`src/sv/pfe_pkg.sv`:
```
// Shared types, codes and constants of the postfix expression evaluator.
`default_nettype none

package pfe_pkg;

	localparam int STACK_DEPTH_DEFAULT = 128;
	localparam int DATA_W = 32;

	localparam logic [7:0] CHAR_ZERO  = 8'h30; // '0'
	localparam logic [7:0] CHAR_NINE  = 8'h39; // '9'
	localparam logic [7:0] CHAR_PLUS  = 8'h2B; // '+'
	localparam logic [7:0] CHAR_MINUS = 8'h2D; // '-'
	localparam logic [7:0] CHAR_STAR  = 8'h2A; // '*'
	localparam logic [7:0] CHAR_SLASH = 8'h2F; // '/'

	typedef struct packed {
		logic [7:0] character;
		logic       last_char;
	} char_item_t;

	typedef struct packed {
		logic signed [DATA_W-1:0] value;
		logic                     status;
		logic                     overflow_seen;
		logic                     underflow_seen;
	} result_item_t;

	typedef enum logic [1:0] {
		OP_ADD,
		OP_SUB,
		OP_MUL,
		OP_DIV
	} alu_op_t;

	typedef struct packed {
		logic              start;
		alu_op_t           op;
		logic [DATA_W-1:0] a;
		logic [DATA_W-1:0] b;
	} alu_req_t;

	typedef struct packed {
		logic              done;
		logic [DATA_W-1:0] result;
	} alu_rsp_t;

	typedef enum logic [2:0] {
		AP_IDLE,
		AP_ABS_A,
		AP_ABS_B,
		AP_MUL,
		AP_DIV,
		AP_FIX
	} alu_phase_t;

	typedef enum logic [3:0] {
		ST_IDLE,
		ST_DECODE,
		ST_POP_L,
		ST_CALC,
		ST_WAIT,
		ST_PUSH,
		ST_FINISH,
		ST_EMIT
	} pfe_state_t;

	function automatic logic is_digit(input logic [7:0] ch);
		return (ch >= CHAR_ZERO) && (ch <= CHAR_NINE);
	endfunction

	function automatic logic is_operator(input logic [7:0] ch);
		return (ch == CHAR_PLUS) || (ch == CHAR_MINUS) || (ch == CHAR_STAR) ||
			(ch == CHAR_SLASH);
	endfunction

	function automatic alu_op_t char_to_op(input logic [7:0] ch);
		alu_op_t op;
		op = OP_ADD;
		case (ch)
			CHAR_MINUS: op = OP_SUB;
			CHAR_STAR:  op = OP_MUL;
			CHAR_SLASH: op = OP_DIV;
			default:    op = OP_ADD;
		endcase
		return op;
	endfunction

endpackage

`default_nettype wire

```
`src/sv/pfe_alu.sv`:
```
// Iterative arithmetic unit: one shared adder does add, subtract, multiply and divide.
`default_nettype none

module pfe_alu (
	input  logic             clk,
	input  logic             arst_n,
	input  pfe_pkg::alu_req_t req,
	output pfe_pkg::alu_rsp_t rsp
);
	import pfe_pkg::*;

	alu_phase_t        phase_q;
	logic              done_q;
	logic [DATA_W-1:0] result_q;
	logic [4:0]        cnt_q;
	logic [DATA_W:0]   work_q;
	logic [DATA_W-1:0] opa_q;
	logic [DATA_W-1:0] opb_q;
	logic              neg_q;

	logic [DATA_W+1:0] add_a;
	logic [DATA_W+1:0] add_b;
	logic              add_cin;
	logic [DATA_W+1:0] sum;
	logic [DATA_W:0]   shifted;
	logic              ge;

	assign shifted = {work_q[DATA_W-1:0], opa_q[DATA_W-1]};

	// Operand select for the single shared adder
	always_comb begin
		add_a   = '0;
		add_b   = '0;
		add_cin = 1'b0;
		unique case (phase_q)
			AP_IDLE: begin
				add_a = {2'b00, req.a};
				if (req.op == OP_SUB) begin
					add_b   = ~{2'b00, req.b};
					add_cin = 1'b1;
				end else begin
					add_b = {2'b00, req.b};
				end
			end
			AP_ABS_A: begin
				add_a   = {2'b00, ~opa_q};
				add_cin = 1'b1;
			end
			AP_ABS_B: begin
				add_a   = {2'b00, ~opb_q};
				add_cin = 1'b1;
			end
			AP_MUL: begin
				add_a = {2'b00, work_q[DATA_W-1:0]};
				add_b = opb_q[0] ? {2'b00, opa_q} : '0;
			end
			AP_DIV: begin
				add_a   = {1'b0, shifted};
				add_b   = ~{2'b00, opb_q};
				add_cin = 1'b1;
			end
			AP_FIX: begin
				add_a   = {2'b00, ~opa_q};
				add_cin = 1'b1;
			end
			default: begin
				add_a = '0;
			end
		endcase
	end

	assign sum = add_a + add_b + {{(DATA_W+1){1'b0}}, add_cin};
	assign ge  = ~sum[DATA_W+1];

	always_ff @(posedge clk or negedge arst_n) begin
		if (!arst_n) begin
			phase_q <= AP_IDLE;
			done_q  <= 1'b0;
		end else begin
			done_q <= 1'b0;
			unique case (phase_q)
				AP_IDLE: begin
					if (req.start) begin
						unique case (req.op)
							OP_ADD, OP_SUB: done_q <= 1'b1;
							OP_MUL:         phase_q <= AP_MUL;
							OP_DIV:         phase_q <= AP_ABS_A;
						endcase
					end
				end
				AP_ABS_A: phase_q <= AP_ABS_B;
				AP_ABS_B: phase_q <= AP_DIV;
				AP_MUL: begin
					if (cnt_q == '0) begin
						phase_q <= AP_IDLE;
						done_q  <= 1'b1;
					end
				end
				AP_DIV: begin
					if (cnt_q == '0) begin
						phase_q <= AP_FIX;
					end
				end
				AP_FIX: begin
					phase_q <= AP_IDLE;
					done_q  <= 1'b1;
				end
				default: phase_q <= AP_IDLE;
			endcase
		end
	end

	always_ff @(posedge clk) begin
		case (phase_q)
			AP_IDLE: begin
				if (req.start) begin
					opa_q  <= req.a;
					opb_q  <= req.b;
					work_q <= '0;
					cnt_q  <= 5'd31;
					neg_q  <= req.a[DATA_W-1] ^ req.b[DATA_W-1];
					if (req.op == OP_ADD || req.op == OP_SUB) begin
						result_q <= sum[DATA_W-1:0];
					end
				end
			end
			AP_ABS_A: begin
				if (opa_q[DATA_W-1]) begin
					opa_q <= sum[DATA_W-1:0];
				end
			end
			AP_ABS_B: begin
				if (opb_q[DATA_W-1]) begin
					opb_q <= sum[DATA_W-1:0];
				end
			end
			AP_MUL: begin
				work_q <= {1'b0, sum[DATA_W-1:0]};
				opa_q  <= {opa_q[DATA_W-2:0], 1'b0};
				opb_q  <= {1'b0, opb_q[DATA_W-1:1]};
				cnt_q  <= cnt_q - 5'd1;
				if (cnt_q == '0) begin
					result_q <= sum[DATA_W-1:0];
				end
			end
			AP_DIV: begin
				// restoring step: keep the trial difference when it did not borrow
				work_q <= ge ? sum[DATA_W:0] : shifted;
				opa_q  <= {opa_q[DATA_W-2:0], ge};
				cnt_q  <= cnt_q - 5'd1;
			end
			AP_FIX: begin
				result_q <= neg_q ? sum[DATA_W-1:0] : opa_q;
			end
			default: begin
				cnt_q <= cnt_q;
			end
		endcase
	end

	assign rsp.done   = done_q;
	assign rsp.result = result_q;

`ifndef NO_ASSERTIONS
	a_start_when_idle: assert property (@(posedge clk) disable iff (!arst_n)
		req.start |-> phase_q == AP_IDLE)
		else $error("pfe_alu: start while busy");

	a_done_pulse: assert property (@(posedge clk) disable iff (!arst_n)
		rsp.done |=> !rsp.done)
		else $error("pfe_alu: done held longer than one cycle");

	a_fix_finishes: assert property (@(posedge clk) disable iff (!arst_n)
		phase_q == AP_FIX |=> rsp.done && phase_q == AP_IDLE)
		else $error("pfe_alu: sign fix did not finish the divide");
`endif

endmodule

`default_nettype wire

```
`config.mk`:
```
export PLATFORM = sky130hd
export DESIGN_NAME = pfe_alu
export DESIGN_NICKNAME = d
export VERILOG_FILES = /design/src/sv/pfe_pkg.sv /design/src/sv/pfe_alu.sv
export SDC_FILE = /design/constraint.sdc
export NUM_CORES = 1
export LEC_CHECK = 0
export BUFFER_PORTS_ARGS = -buffer_cell sky130_fd_sc_hd__buf_4
export CORE_MARGIN = 1.5
export CORE_UTILIZATION = 30
export CTS_CLUSTER_DIAMETER = 40
export CTS_CLUSTER_SIZE = 10
export DETAILED_ROUTE_END_ITERATION = 8
export SYNTH_ARGS = -nofsm -noshare
export SYNTH_HDL_FRONTEND = slang
export SYNTH_SLANG_ARGS = --single-unit
```
`constraint.sdc`:
```
create_clock -name clk -period 5.7 [get_ports clk]
set_input_delay 1.14 -clock clk [delete_from_list [all_inputs] [get_ports clk]]
set_output_delay 1.14 -clock clk [all_outputs]
set_load 0.05 [all_outputs]
```
==> impl_metrics.prom, run 1 <==
# TYPE chip_impl_metric gauge
chip_impl_metric{name="wl_per_cell",unit="um"} 22.4
chip_impl_info{name="synth_top_flop_cell",value="sky130_fd_sc_hd__edfxtp_1"} 1
chip_impl_metric{name="synthesis.instances",unit=""} 1148
chip_impl_info{name="result_of_the_run",value="completed"} 1
chip_impl_metric{name="report.final.hold_viol_count",unit=""} 0
chip_impl_info{name="start_kind",value="flop"} 1
chip_impl_info{name="timing.setup.critical_path_class",value="flop to flop"} 1
chip_impl_metric{name="cpPeakStageDelay",unit="ps"} 870
chip_impl_metric{name="placeableCoreArea",unit="mm^2"} 0.0345
chip_impl_metric{name="data_arrival_critical_path",unit="ps"} 5470
chip_impl_metric{name="cts_setup_buffers",unit=""} 0
chip_impl_metric{name="dr_wl_met3",unit="mm"} 2.99
chip_impl_metric{name="dr_total_vias",unit=""} 9944
chip_impl_metric{name="synthDistinctLibCells",unit=""} 62
chip_impl_metric{name="synthToLayoutAreaGrowth",unit="%"} 19.0
chip_impl_metric{name="dieWidth",unit="um"} 190
chip_impl_metric{name="min_period",unit="ps"} 5210
chip_impl_info{name="rsz0062_at_grt",value="no"} 1
chip_impl_metric{name="clock_tree.htree_level_count",unit=""} 4
chip_impl_metric{name="worstMarginPinSlew",unit="ps"} 1170
chip_impl_metric{name="dr.first_iter.drc_count",unit=""} 1021
chip_impl_metric{name="row_count",unit=""} 68
chip_impl_metric{name="clkSlewWorstSetupHoldPaths",unit="ps"} 70
chip_impl_metric{name="grt_pass1_wl",unit="mm"} 58.0
chip_impl_metric{name="detail_route_met2_wl",unit="mm"} 16.6
chip_impl_metric{name="number_of_diodes",unit=""} 0
chip_impl_metric{name="fmax",unit="MHz"} 192
chip_impl_metric{name="clkLatencyLatePin",unit="ps"} 430
chip_impl_metric{name="postCtsResizedCells",unit=""} 0
chip_impl_metric{name="totalNegativeSetupSlack",unit="ps"} 0
chip_impl_metric{name="setup_violations",unit=""} 0
chip_impl_metric{name="grt_usage",unit="%"} 21.0
chip_impl_info{name="routed.top_layer",value="met4"} 1
chip_impl_metric{name="drv_slew",unit=""} 0
chip_impl_metric{name="min_period_over_period",unit="%"} 91.3
chip_impl_metric{name="mappedNetlistNets",unit=""} 1252
chip_impl_metric{name="crit_path_max_fanout",unit=""} 23
chip_impl_metric{name="synth.cell_area",unit="mm^2"} 0.0105
chip_impl_metric{name="overflow",unit=""} 0
chip_impl_metric{name="drv.max_cap_violation_count",unit=""} 0
chip_impl_metric{name="num-nets-final",unit=""} 1319
chip_impl_metric{name="die_h",unit="um"} 190
chip_impl_metric{name="start_util",unit="%"} 30.4
chip_impl_metric{name="finalClockSkew",unit="ps"} 9.30
chip_impl_metric{name="flops_latches_synth",unit=""} 138
chip_impl_metric{name="yosys_warnings",unit=""} 0
chip_impl_metric{name="dr.pass1.iters",unit=""} 6
chip_impl_metric{name="cts_hold_repair.buffers",unit=""} 0
chip_impl_metric{name="ant_nets",unit=""} 0
chip_impl_metric{name="global_placer_s_final_weighted_congestion",unit=""} 0.910
chip_impl_metric{name="synth.avg_cell_area",unit="um^2"} 9.12
chip_impl_metric{name="via_to_cell_ratio",unit=""} 5.91
chip_impl_info{name="timing.critical_path.to_type",value="flop"} 1
chip_impl_metric{name="critPathRequiredTime",unit="ps"} 5960
chip_impl_metric{name="grt_start_max_net_pins",unit=""} 61
chip_impl_metric{name="detailedPlacementHpwl",unit="mm"} 26.5
chip_impl_metric{name="grt_pass1_vias",unit=""} 9605
chip_impl_metric{name="grt_antenna_before_repair",unit=""} 0
chip_impl_metric{name="totalWireLength",unit="mm"} 37.8
chip_impl_info{name="cts_tree",value="yes"} 1
chip_impl_metric{name="synth-async-reset-ratio",unit="%"} 2.90
chip_impl_info{name="cts.root.buffer_cell",value="sky130_fd_sc_hd__clkbuf_16"} 1
chip_impl_metric{name="clockBufferDepth",unit=""} 2
chip_impl_info{name="slowest_library_cell_on_the_worst_path",value="sky130_fd_sc_hd__nor2_1"} 1
chip_impl_info{name="hold_path_class",value="primary input to async pin"} 1
chip_impl_metric{name="cts-buffers-inserted",unit=""} 17
chip_impl_info{name="critPathMostFrequentCell",value="sky130_fd_sc_hd__buf_4"} 1
chip_impl_metric{name="seq_area_frac_synth",unit="%"} 39.4
chip_impl_metric{name="io_pins",unit=""} 102
chip_impl_metric{name="layout-drive-gt1-share",unit="%"} 17.5
chip_impl_metric{name="drc_violation_count_after_routing",unit=""} 0
chip_impl_metric{name="cts_num_sinks",unit=""} 138
chip_impl_metric{name="port_buffers",unit=""} 101
chip_impl_metric{name="synth_edf_count",unit=""} 134
chip_impl_metric{name="met1_wire_length",unit="mm"} 17.2
chip_impl_metric{name="die_outline_area",unit="mm^2"} 0.0360
chip_impl_metric{name="timing.max_slew.rel_slack",unit="%"} 21.9
chip_impl_metric{name="finish.utilization",unit="%"} 36.2
chip_impl_info{name="crit_path_cell_trace",value="buf_4 > nand2_2 > nor2_1 > a221o_1 > ha_1 > a211o_1 > a2111o_1 > a41o_4 > o211a_1 > o31a_1 > o21ai_4 > buf_4 > mux2_2 > o22ai_1"} 1
==> through the flow <==
stage                     worst slack (ps)  hold WS [ps]  area (um^2)  instances
after global placement                 306           572        11800       1651
final                                  494           497        12500       1683
after CTS                              556           495        12500       1683
after detailed placement               223           584        11800       1651
after global routing                   293           500        12500       1683
after floorplan                        182           536        10500       1148
==> worst max-delay path: cells and delay by family (launching register included) <==
family,cells,cell delay (ps)
muxes,1,380
adders and majority gates,1,260
DFF,1,360
AOI/OAI and AO/OA,8,2290
and+or+nand+nor,2,1050
buffers and inverters,2,660
==> area by class of cell <==
class	instances	area (um^2)
Timing Repair Buffer	141	1060
Clock inverter	14	244
Clock buffer	18	429
Multi-Input combinational cell	891	5930
Inverter	26	97.6
Fill cell	3496	22000
Sequential cell	138	4130
Tap cell	455	569
==> logic make-up (layout without fill, tap and decap cells) <==
| group | Yosys count | count (layout) | synth area share, % |
|---|---|---|---|
| AOI/OAI and AO/OA | 425 | 425 | 28.0 |
| xor gates and xnor gates | 74 | 74 | 6.19 |
| adders and majority gates | 35 | 35 | 4.33 |
| buffers and inverters | 119 | 199 | 4.52 |
| DFF | 138 | 138 | 39.4 |
| muxes | 52 | 52 | 5.20 |
| and+or+nand+nor | 305 | 305 | 12.3 |
==> metal layers <==
metal	up-vias	GRT usage [%]
li1	4498	-
met5	-	0
met4	0	7.36
met1	4837	29.7
met2	528	32.2
met3	81	3.36
==> final timing paths <==
| check | startpoint | to | slack (ps) | depth (start not counted) |
|---|---|---|---|---|
| hold / removal | arst_n | phase_q[2] | 500 | 1 |
| setup reg to reg | phase_q[1] | work_q[23] | 490 | 14 |
| hold reg to reg | cnt_q[4] | cnt_q[4] | 600 | 2 |
| max in group asynchronous | arst_n | phase_q[0] | 5080 | 1 |
| min in group clk | cnt_q[4] | cnt_q[4] | 600 | 2 |
| setup / recovery | phase_q[1] | work_q[23] | 490 | 14 |
==> state kept, by name (all words and copies together) (netlist names) <==
signal / count
cnt_q: 5
done_q: 1
neg_q: 1
opa_q: 32
opb_q: 32
phase_q: 3
result_q: 32
work_q: 32
==> placed cells by master, fill, tap and decap left out, types with 5 or more instances in the layout <==
master,netlist,final
sky130_fd_sc_hd__nand2_1,145,144
sky130_fd_sc_hd__buf_4,1,141
sky130_fd_sc_hd__edfxtp_1,134,134
sky130_fd_sc_hd__o21ai_0,96,96
sky130_fd_sc_hd__nor2_1,96,95
sky130_fd_sc_hd__a21oi_1,77,76
sky130_fd_sc_hd__xor2_1,52,52
sky130_fd_sc_hd__o22ai_1,52,51
sky130_fd_sc_hd__a22oi_1,42,42
sky130_fd_sc_hd__a32o_1,34,34
sky130_fd_sc_hd__mux2i_1,33,33
sky130_fd_sc_hd__ha_1,33,33
sky130_fd_sc_hd__inv_1,26,26
sky130_fd_sc_hd__xnor2_1,22,22
sky130_fd_sc_hd__mux2_2,19,19
sky130_fd_sc_hd__a221o_1,17,17
sky130_fd_sc_hd__clkbuf_16,0,17
sky130_fd_sc_hd__a21o_1,16,16
sky130_fd_sc_hd__and3_1,15,15
sky130_fd_sc_hd__a221oi_1,14,14
sky130_fd_sc_hd__nor3_1,12,10
sky130_fd_sc_hd__a2bb2oi_1,8,8
sky130_fd_sc_hd__nand3_1,7,7
sky130_fd_sc_hd__nand2b_1,7,6
sky130_fd_sc_hd__nor2b_1,7,6
sky130_fd_sc_hd__o21a_1,6,6
sky130_fd_sc_hd__a31oi_1,6,6
sky130_fd_sc_hd__a211oi_1,6,6
sky130_fd_sc_hd__bufinv_16,0,6
sky130_fd_sc_hd__o21bai_1,5,5
sky130_fd_sc_hd__a31o_2,5,5
sky130_fd_sc_hd__o211ai_1,5,5
==> synthesized netlist by cell type (8+ instances only) <==
library cell                instances  area (um^2)
sky130_fd_sc_hd__and3_1            15         93.8
sky130_fd_sc_hd__a221oi_1          14          123
sky130_fd_sc_hd__nor2_1            96          360
sky130_fd_sc_hd__xor2_1            52          455
sky130_fd_sc_hd__buf_1             12         45.0
sky130_fd_sc_hd__clkbuf_1          77          289
sky130_fd_sc_hd__nand2_1          145          544
sky130_fd_sc_hd__mux2_2            19          214
sky130_fd_sc_hd__mux2i_1           33          330
sky130_fd_sc_hd__a21o_1            16          120
sky130_fd_sc_hd__o21ai_0           96          480
sky130_fd_sc_hd__a2bb2oi_1          8         70.1
sky130_fd_sc_hd__a221o_1           17          170
sky130_fd_sc_hd__ha_1              33          413
sky130_fd_sc_hd__o22ai_1           52          325
sky130_fd_sc_hd__nor3_1            12         60.1
sky130_fd_sc_hd__a32o_1            34          340
sky130_fd_sc_hd__a22oi_1           42          315
sky130_fd_sc_hd__a21oi_1           77          385
sky130_fd_sc_hd__inv_1             26         97.6
sky130_fd_sc_hd__edfxtp_1         134         4020
sky130_fd_sc_hd__xnor2_1           22          193
Power of run 1 is not shown: default switching activity piles up to over one toggle a cycle in this logic, so the estimate is an artifact.
==> run 2: changes to the inputs <==
--- a/config.mk
+++ b/config.mk
@@ -11,6 +11,7 @@
 export CTS_CLUSTER_DIAMETER = 40
 export CTS_CLUSTER_SIZE = 10
 export DETAILED_ROUTE_END_ITERATION = 8
+export PLACE_DENSITY_LB_ADDON = 0.08
 export SYNTH_ARGS = -nofsm -noshare
 export SYNTH_HDL_FRONTEND = slang
 export SYNTH_SLANG_ARGS = --single-unit
==> run 2 against run 1 <==
  * Maximum frequency is 4.0% higher
  * Global-route usage up 1.9 points
  * Highest routed layer unchanged
  * Largest cell class unchanged
  * Sequential share of layout area barely moved
  * First-iteration DRC count is 8.8% lower
  * Final cell count up 0.36%
  * Register-to-register slack improved by 250 ps
  * Critical endpoint is now work_q[21]
  * Non-clock buffer count is 6 higher
==> impl_metrics.prom, run 2 (synthesized netlist as in run 1, its figures left out) <==
# TYPE chip_impl_metric gauge
chip_impl_metric{name="overflow",unit=""} 0
chip_impl_metric{name="layout-drive-gt1-share",unit="%"} 18.1
chip_impl_metric{name="ant_nets",unit=""} 0
chip_impl_metric{name="row_count",unit=""} 68
chip_impl_metric{name="min_period",unit="ps"} 5010
chip_impl_info{name="slowest_library_cell_on_the_worst_path",value="sky130_fd_sc_hd__or4b_2"} 1
chip_impl_metric{name="totalWireLength",unit="mm"} 40.9
chip_impl_info{name="critPathMostFrequentCell",value="sky130_fd_sc_hd__buf_4"} 1
chip_impl_metric{name="numPlacedInstances",unit=""} 1657
chip_impl_metric{name="critPathBufInv",unit=""} 2
chip_impl_metric{name="drc_violation_count_after_routing",unit=""} 0
chip_impl_info{name="timing.critical_path.to_type",value="flop"} 1
chip_impl_metric{name="clock_tree.htree_level_count",unit=""} 4
chip_impl_metric{name="setup_slack",unit="ps"} 693
chip_impl_metric{name="postCtsResizedCells",unit=""} 0
chip_impl_metric{name="cts_setup_buffers",unit=""} 0
chip_impl_metric{name="cts-buffers-inserted",unit=""} 17
chip_impl_metric{name="totalNegativeSetupSlack",unit="ps"} 0
chip_impl_metric{name="grt_start_max_net_pins",unit=""} 63
chip_impl_metric{name="dp_worst_setup_slack",unit="ps"} 246
chip_impl_metric{name="min_period_over_period",unit="%"} 87.8
chip_impl_metric{name="grt_pass1_wl",unit="mm"} 61.5
chip_impl_metric{name="dr.first_iter.drc_count",unit=""} 931
chip_impl_metric{name="fmax",unit="MHz"} 200
chip_impl_metric{name="clockBufferDepth",unit=""} 2
chip_impl_info{name="cts_tree",value="yes"} 1
chip_impl_metric{name="report.final.hold_viol_count",unit=""} 0
chip_impl_metric{name="drv.max_cap_violation_count",unit=""} 0
chip_impl_metric{name="io_pins",unit=""} 102
chip_impl_metric{name="die_h",unit="um"} 190
chip_impl_metric{name="timing.max_slew.rel_slack",unit="%"} 29.9
chip_impl_info{name="start_kind",value="primary input"} 1
chip_impl_metric{name="dr_total_vias",unit=""} 9658
chip_impl_metric{name="placeableCoreArea",unit="mm^2"} 0.0345
chip_impl_metric{name="die_outline_area",unit="mm^2"} 0.0360
chip_impl_metric{name="grt_pass1_vias",unit=""} 9411
chip_impl_metric{name="cts_num_sinks",unit=""} 138
chip_impl_metric{name="filler_cell_count",unit=""} 3532
chip_impl_metric{name="worstMarginPinSlew",unit="ps"} 1050
chip_impl_info{name="timing.setup.critical_path_class",value="primary input to flop"} 1
chip_impl_metric{name="multi_input_area",unit="mm^2"} 0.00595
chip_impl_metric{name="clkLatencyLatePin",unit="ps"} 440
chip_impl_metric{name="grt_antenna_before_repair",unit=""} 0
chip_impl_metric{name="wl_per_cell",unit="um"} 24.2
chip_impl_metric{name="global_placer_s_final_weighted_congestion",unit=""} 0.850
chip_impl_metric{name="detailedPlacementHpwl",unit="mm"} 27.8
chip_impl_metric{name="port_buffers",unit=""} 101
chip_impl_metric{name="drv_slew",unit=""} 0
chip_impl_metric{name="grt_usage",unit="%"} 22.9
chip_impl_metric{name="dieWidth",unit="um"} 190
chip_impl_info{name="hold_path_class",value="primary input to async pin"} 1
chip_impl_metric{name="critPathRequiredTime",unit="ps"} 5880
chip_impl_metric{name="crit_path_max_fanout",unit=""} 20
chip_impl_metric{name="cpPeakStageDelay",unit="ps"} 600
chip_impl_metric{name="num-nets-final",unit=""} 1325
chip_impl_metric{name="dr.pass1.iters",unit=""} 5
chip_impl_metric{name="via_to_cell_ratio",unit=""} 5.72
chip_impl_metric{name="start_util",unit="%"} 30.4
chip_impl_info{name="crit_path_cell_trace",value="buf_4 > nand2b_2 > buf_4 > xor2_1 > nand2_1 > a32o_1 > ha_1 > a211o_1 > a2111o_1 > a41o_4 > o21ai_0 > or4b_2 > o211ai_1 > mux2_2 > o22ai_1"} 1
chip_impl_metric{name="data_arrival_critical_path",unit="ps"} 5180
chip_impl_metric{name="setup_violations",unit=""} 0
chip_impl_metric{name="cts_hold_repair.buffers",unit=""} 0
chip_impl_info{name="mostFrequentLayoutCells",value="sky130_fd_sc_hd__buf_4, sky130_fd_sc_hd__nand2_1, sky130_fd_sc_hd__edfxtp_1"} 1
chip_impl_metric{name="finalClockSkew",unit="ps"} 12.1
chip_impl_info{name="critical-path-top-delay-family",value="compound AO/OA/AOI/OAI gates"} 1
chip_impl_metric{name="final-seq-area",unit="mm^2"} 0.00413
chip_impl_metric{name="number_of_diodes",unit=""} 0
chip_impl_info{name="rsz0062_at_grt",value="no"} 1
chip_impl_metric{name="synthToLayoutAreaGrowth",unit="%"} 19.2
chip_impl_info{name="result_of_the_run",value="completed"} 1
chip_impl_info{name="cts.root.buffer_cell",value="sky130_fd_sc_hd__clkbuf_16"} 1
chip_impl_metric{name="post_layout_nonfiller_instances",unit=""} 1689
chip_impl_info{name="mostFrequentLayoutCell",value="sky130_fd_sc_hd__buf_4"} 1
chip_impl_metric{name="clkSlewWorstSetupHoldPaths",unit="ps"} 70
==> run 2: cell types whose count changed in the layout (fill, tap and decap cells not counted), sizes merged <==
cell      previous run  this run
clkbuf              18        19
clkinv               5         3
bufinv               6         3
buf                141       147
clkinvlp             1         5
==> run 2: final cells by class <==
class	count	area share [%]
clock buffers	19	3.63
flip-flops and latches	138	33.1
repair buffers	147	8.94
inverters	26	0.782
clock inverters	13	1.34
well taps	455	4.56
multi-input cells	891	47.7
==> run 2: final timing paths <==
| kind | start | end | slack (ps) | depth (start not counted) |
|---|---|---|---|---|
| max reg2reg | phase_q[1] | work_q[21] | 740 | 14 |
| min reg2reg | cnt_q[0] | cnt_q[0] | 590 | 1 |
| min in group clk | cnt_q[0] | cnt_q[0] | 590 | 1 |
| max in group asynchronous | arst_n | phase_q[2] | 5100 | 1 |
| max | req[65] | work_q[21] | 690 | 15 |
| min | arst_n | done_q | 480 | 1 |
==> run 2: layer usage <==
metal  global-route usage, %  wire length [um]  vias up
met5                       0                 0        -
met4                    5.13               590        0
met3                    3.41              2630       32
met2                    34.6             17900      352
met1                    34.1             19800     4754
li1                        -                 -     4520
==> run 2: metrics by stage <==
step	instance area [um^2]	hold WS, ps	utilization (%)
global route	12500	466	36.2
floorplan	10500	536	-
detailed placement	11900	577	34.4
CTS	12500	465	36.2
global placement	11900	575	34.4
finish	12500	479	36.2
Power of run 2 is left out for the same reason.
==> run 3: changes to the inputs <==
--- a/config.mk
+++ b/config.mk
@@ -11,6 +11,7 @@
 export CTS_CLUSTER_DIAMETER = 40
 export CTS_CLUSTER_SIZE = 10
 export DETAILED_ROUTE_END_ITERATION = 8
+export HOLD_SLACK_MARGIN = 0.12
 export PLACE_DENSITY_LB_ADDON = 0.08
 export SYNTH_ARGS = -nofsm -noshare
 export SYNTH_HDL_FRONTEND = slang
==> constraint.sdc (replaced) <==
create_clock -name clk -period 5.6 [get_ports clk]
set_input_delay 1.12 -clock clk [delete_from_list [all_inputs] [get_ports clk]]
set_output_delay 1.12 -clock clk [all_outputs]
set_load 0.05 [all_outputs]
==> run 3 against run 2 <==
  * Worst setup slack worse by 91 ps
  * Non-clock buffer count is 5 higher
  * Die area stayed put
  * First-iteration DRC count is 4.1% higher
  * Largest cell class unchanged
  * Register-to-register slack hardly changed
  * Sequential share of layout area is 0.12 points lower
  * Final cell count is 0.30% higher
  * Sequential cell count stayed put
  * Utilization is 0.13 points higher
  * Via count is 1.7% higher
  * Global-route usage is 0.55 points higher
==> impl_metrics.prom, run 3 (synthesized netlist as in run 1, its figures left out) <==
# TYPE chip_impl_metric gauge
chip_impl_metric{name="drv_slew",unit=""} 0
chip_impl_metric{name="reg2reg_slack",unit="ps"} 750
chip_impl_metric{name="crit_path_max_fanout",unit=""} 5
chip_impl_metric{name="totalNegativeSetupSlack",unit="ps"} 0
chip_impl_info{name="cts_tree",value="yes"} 1
chip_impl_metric{name="global_placer_s_final_weighted_congestion",unit=""} 0.831
chip_impl_metric{name="via_to_cell_ratio",unit=""} 5.80
chip_impl_metric{name="reg2reg_depth",unit=""} 14
chip_impl_info{name="result_of_the_run",value="completed"} 1
chip_impl_metric{name="finalClockSkew",unit="ps"} 15.1
chip_impl_metric{name="numPlacedInstances",unit=""} 1662
chip_impl_metric{name="grt_pass1_wl",unit="mm"} 62.8
chip_impl_metric{name="dr.pass1.iters",unit=""} 5
chip_impl_info{name="mostFrequentLayoutCells",value="sky130_fd_sc_hd__buf_4, sky130_fd_sc_hd__nand2_1, sky130_fd_sc_hd__edfxtp_1"} 1
chip_impl_metric{name="die_h",unit="um"} 190
chip_impl_metric{name="timing.max_slew.rel_slack",unit="%"} 19.2
chip_impl_info{name="timing.critical_path.to_type",value="flop"} 1
chip_impl_metric{name="critPathRequiredTime",unit="ps"} 5770
chip_impl_info{name="r2r-start",value="phase_q[1]"} 1
chip_impl_metric{name="grt_usage",unit="%"} 23.4
chip_impl_metric{name="post_layout_nonfiller_instances",unit=""} 1694
chip_impl_metric{name="layout-drive-gt1-share",unit="%"} 18.2
chip_impl_metric{name="dr_total_vias",unit=""} 9819
chip_impl_metric{name="clkLatencyLatePin",unit="ps"} 460
chip_impl_metric{name="clkSlewWorstSetupHoldPaths",unit="ps"} 60
chip_impl_info{name="rr_endpoint",value="work_q[23]"} 1
chip_impl_metric{name="detailedPlacementHpwl",unit="mm"} 28.3
chip_impl_metric{name="cts_hold_repair.buffers",unit=""} 0
chip_impl_metric{name="setup_violations",unit=""} 0
chip_impl_info{name="cts.root.buffer_cell",value="sky130_fd_sc_hd__clkbuf_16"} 1
chip_impl_info{name="rsz0062_at_grt",value="no"} 1
chip_impl_metric{name="min_period_over_period",unit="%"} 89.2
chip_impl_metric{name="dieWidth",unit="um"} 190
chip_impl_metric{name="number_of_diodes",unit=""} 0
chip_impl_metric{name="fmax",unit="MHz"} 200
chip_impl_metric{name="synthToLayoutAreaGrowth",unit="%"} 19.6
chip_impl_metric{name="totalWireLength",unit="mm"} 41.5
chip_impl_metric{name="postCtsResizedCells",unit=""} 0
chip_impl_info{name="start_kind",value="primary input"} 1
chip_impl_metric{name="cts_num_sinks",unit=""} 138
chip_impl_metric{name="cts_setup_buffers",unit=""} 0
chip_impl_metric{name="start_util",unit="%"} 30.4
chip_impl_metric{name="num-nets-final",unit=""} 1330
chip_impl_metric{name="grt_pass1_vias",unit=""} 9668
chip_impl_metric{name="grt_start_max_net_pins",unit=""} 63
chip_impl_metric{name="io_pins",unit=""} 102
chip_impl_info{name="timing.setup.critical_path_class",value="primary input to flop"} 1
chip_impl_metric{name="worstMarginPinSlew",unit="ps"} 1210
chip_impl_metric{name="overflow",unit=""} 0
chip_impl_metric{name="row_count",unit=""} 68
chip_impl_metric{name="min_period",unit="ps"} 5000
chip_impl_metric{name="report.final.hold_viol_count",unit=""} 0
chip_impl_metric{name="dp_worst_setup_slack",unit="ps"} 187
chip_impl_metric{name="port_buffers",unit=""} 101
chip_impl_metric{name="drv.max_cap_violation_count",unit=""} 0
chip_impl_metric{name="data_arrival_critical_path",unit="ps"} 5170
chip_impl_metric{name="wl_per_cell",unit="um"} 24.5
chip_impl_metric{name="placeableCoreArea",unit="mm^2"} 0.0345
chip_impl_metric{name="hold_ws",unit="ps"} 456
chip_impl_info{name="setup.worst_path.start",value="req[65]"} 1
chip_impl_metric{name="clockBufferDepth",unit=""} 2
chip_impl_metric{name="grt_antenna_before_repair",unit=""} 0
chip_impl_metric{name="cts-buffers-inserted",unit=""} 17
chip_impl_info{name="mostFrequentLayoutCell",value="sky130_fd_sc_hd__buf_4"} 1
chip_impl_metric{name="drc_violation_count_after_routing",unit=""} 0
chip_impl_metric{name="dr.first_iter.drc_count",unit=""} 969
chip_impl_info{name="hold_path_class",value="primary input to async pin"} 1
chip_impl_metric{name="setup_slack",unit="ps"} 602
chip_impl_metric{name="clock_tree.htree_level_count",unit=""} 4
chip_impl_metric{name="ant_nets",unit=""} 0
chip_impl_metric{name="die_outline_area",unit="mm^2"} 0.0360
==> run 3: cell types whose count changed in the layout (fill, tap and decap cells not counted) <==
cell	delta
sky130_fd_sc_hd__buf_4	+4
sky130_fd_sc_hd__clkinvlp_4	-2
sky130_fd_sc_hd__inv_6	-2
sky130_fd_sc_hd__buf_12	+1
sky130_fd_sc_hd__clkbuf_1	+1
sky130_fd_sc_hd__clkbuf_8	+1
sky130_fd_sc_hd__clkinv_1	+1
sky130_fd_sc_hd__clkinv_2	+1
==> run 3: stage by stage <==
stage               cell area, um^2  util (%)
CTS                           12500      36.3
global route                  12500      36.3
global placement              11900      34.6
finish                        12500      36.3
detailed placement            11900      34.6
floorplan                     10500         -
==> run 3: worst max-delay path, stage by stage <==
cell	delay [ps]
sky130_fd_sc_hd__buf_4	130
sky130_fd_sc_hd__nand2b_2	210
sky130_fd_sc_hd__xor2_1	150
sky130_fd_sc_hd__nand2_1	80
sky130_fd_sc_hd__a32o_1	270
sky130_fd_sc_hd__fa_1	460
sky130_fd_sc_hd__fa_1	500
sky130_fd_sc_hd__a21o_1	220
sky130_fd_sc_hd__a221o_1	330
sky130_fd_sc_hd__o211a_1	250
sky130_fd_sc_hd__a211o_1	340
sky130_fd_sc_hd__a41oi_1	470
sky130_fd_sc_hd__nand2_1	130
sky130_fd_sc_hd__xnor2_1	330
sky130_fd_sc_hd__o21ai_0	160
==> run 3: area by class of cell <==
type,count,area (um^2)
clock buffer,21,470
clock inverter,11,144
fill,3529,21900
inverter,26,97.6
multi-input combinational,891,5950
sequential,138,4130
tap,455,569
timing repair buffer,152,1170
==> run 3: routing by layer <==
metal  vias up  global-route usage, %  wire, um
li1       4541                      -         -
met1      4924                   34.3     20400
met2       314                   36.0     18500
met3        40                   3.28      2040
met4         0                   6.11       605
met5         -                      0         0
==> run 3: worst max path at each step <==
stage | cells past startpoint | to
3_3_place_gp | 15 | work_q[21]
4_1_cts | 15 | result_q[28]
5_1_grt | 16 | work_q[30]
6_report | 15 | result_q[28]
3_5_place_dp | 15 | result_q[28]
2_1_floorplan | 16 | work_q[24]
Power of run 3 is left out for the same reason.
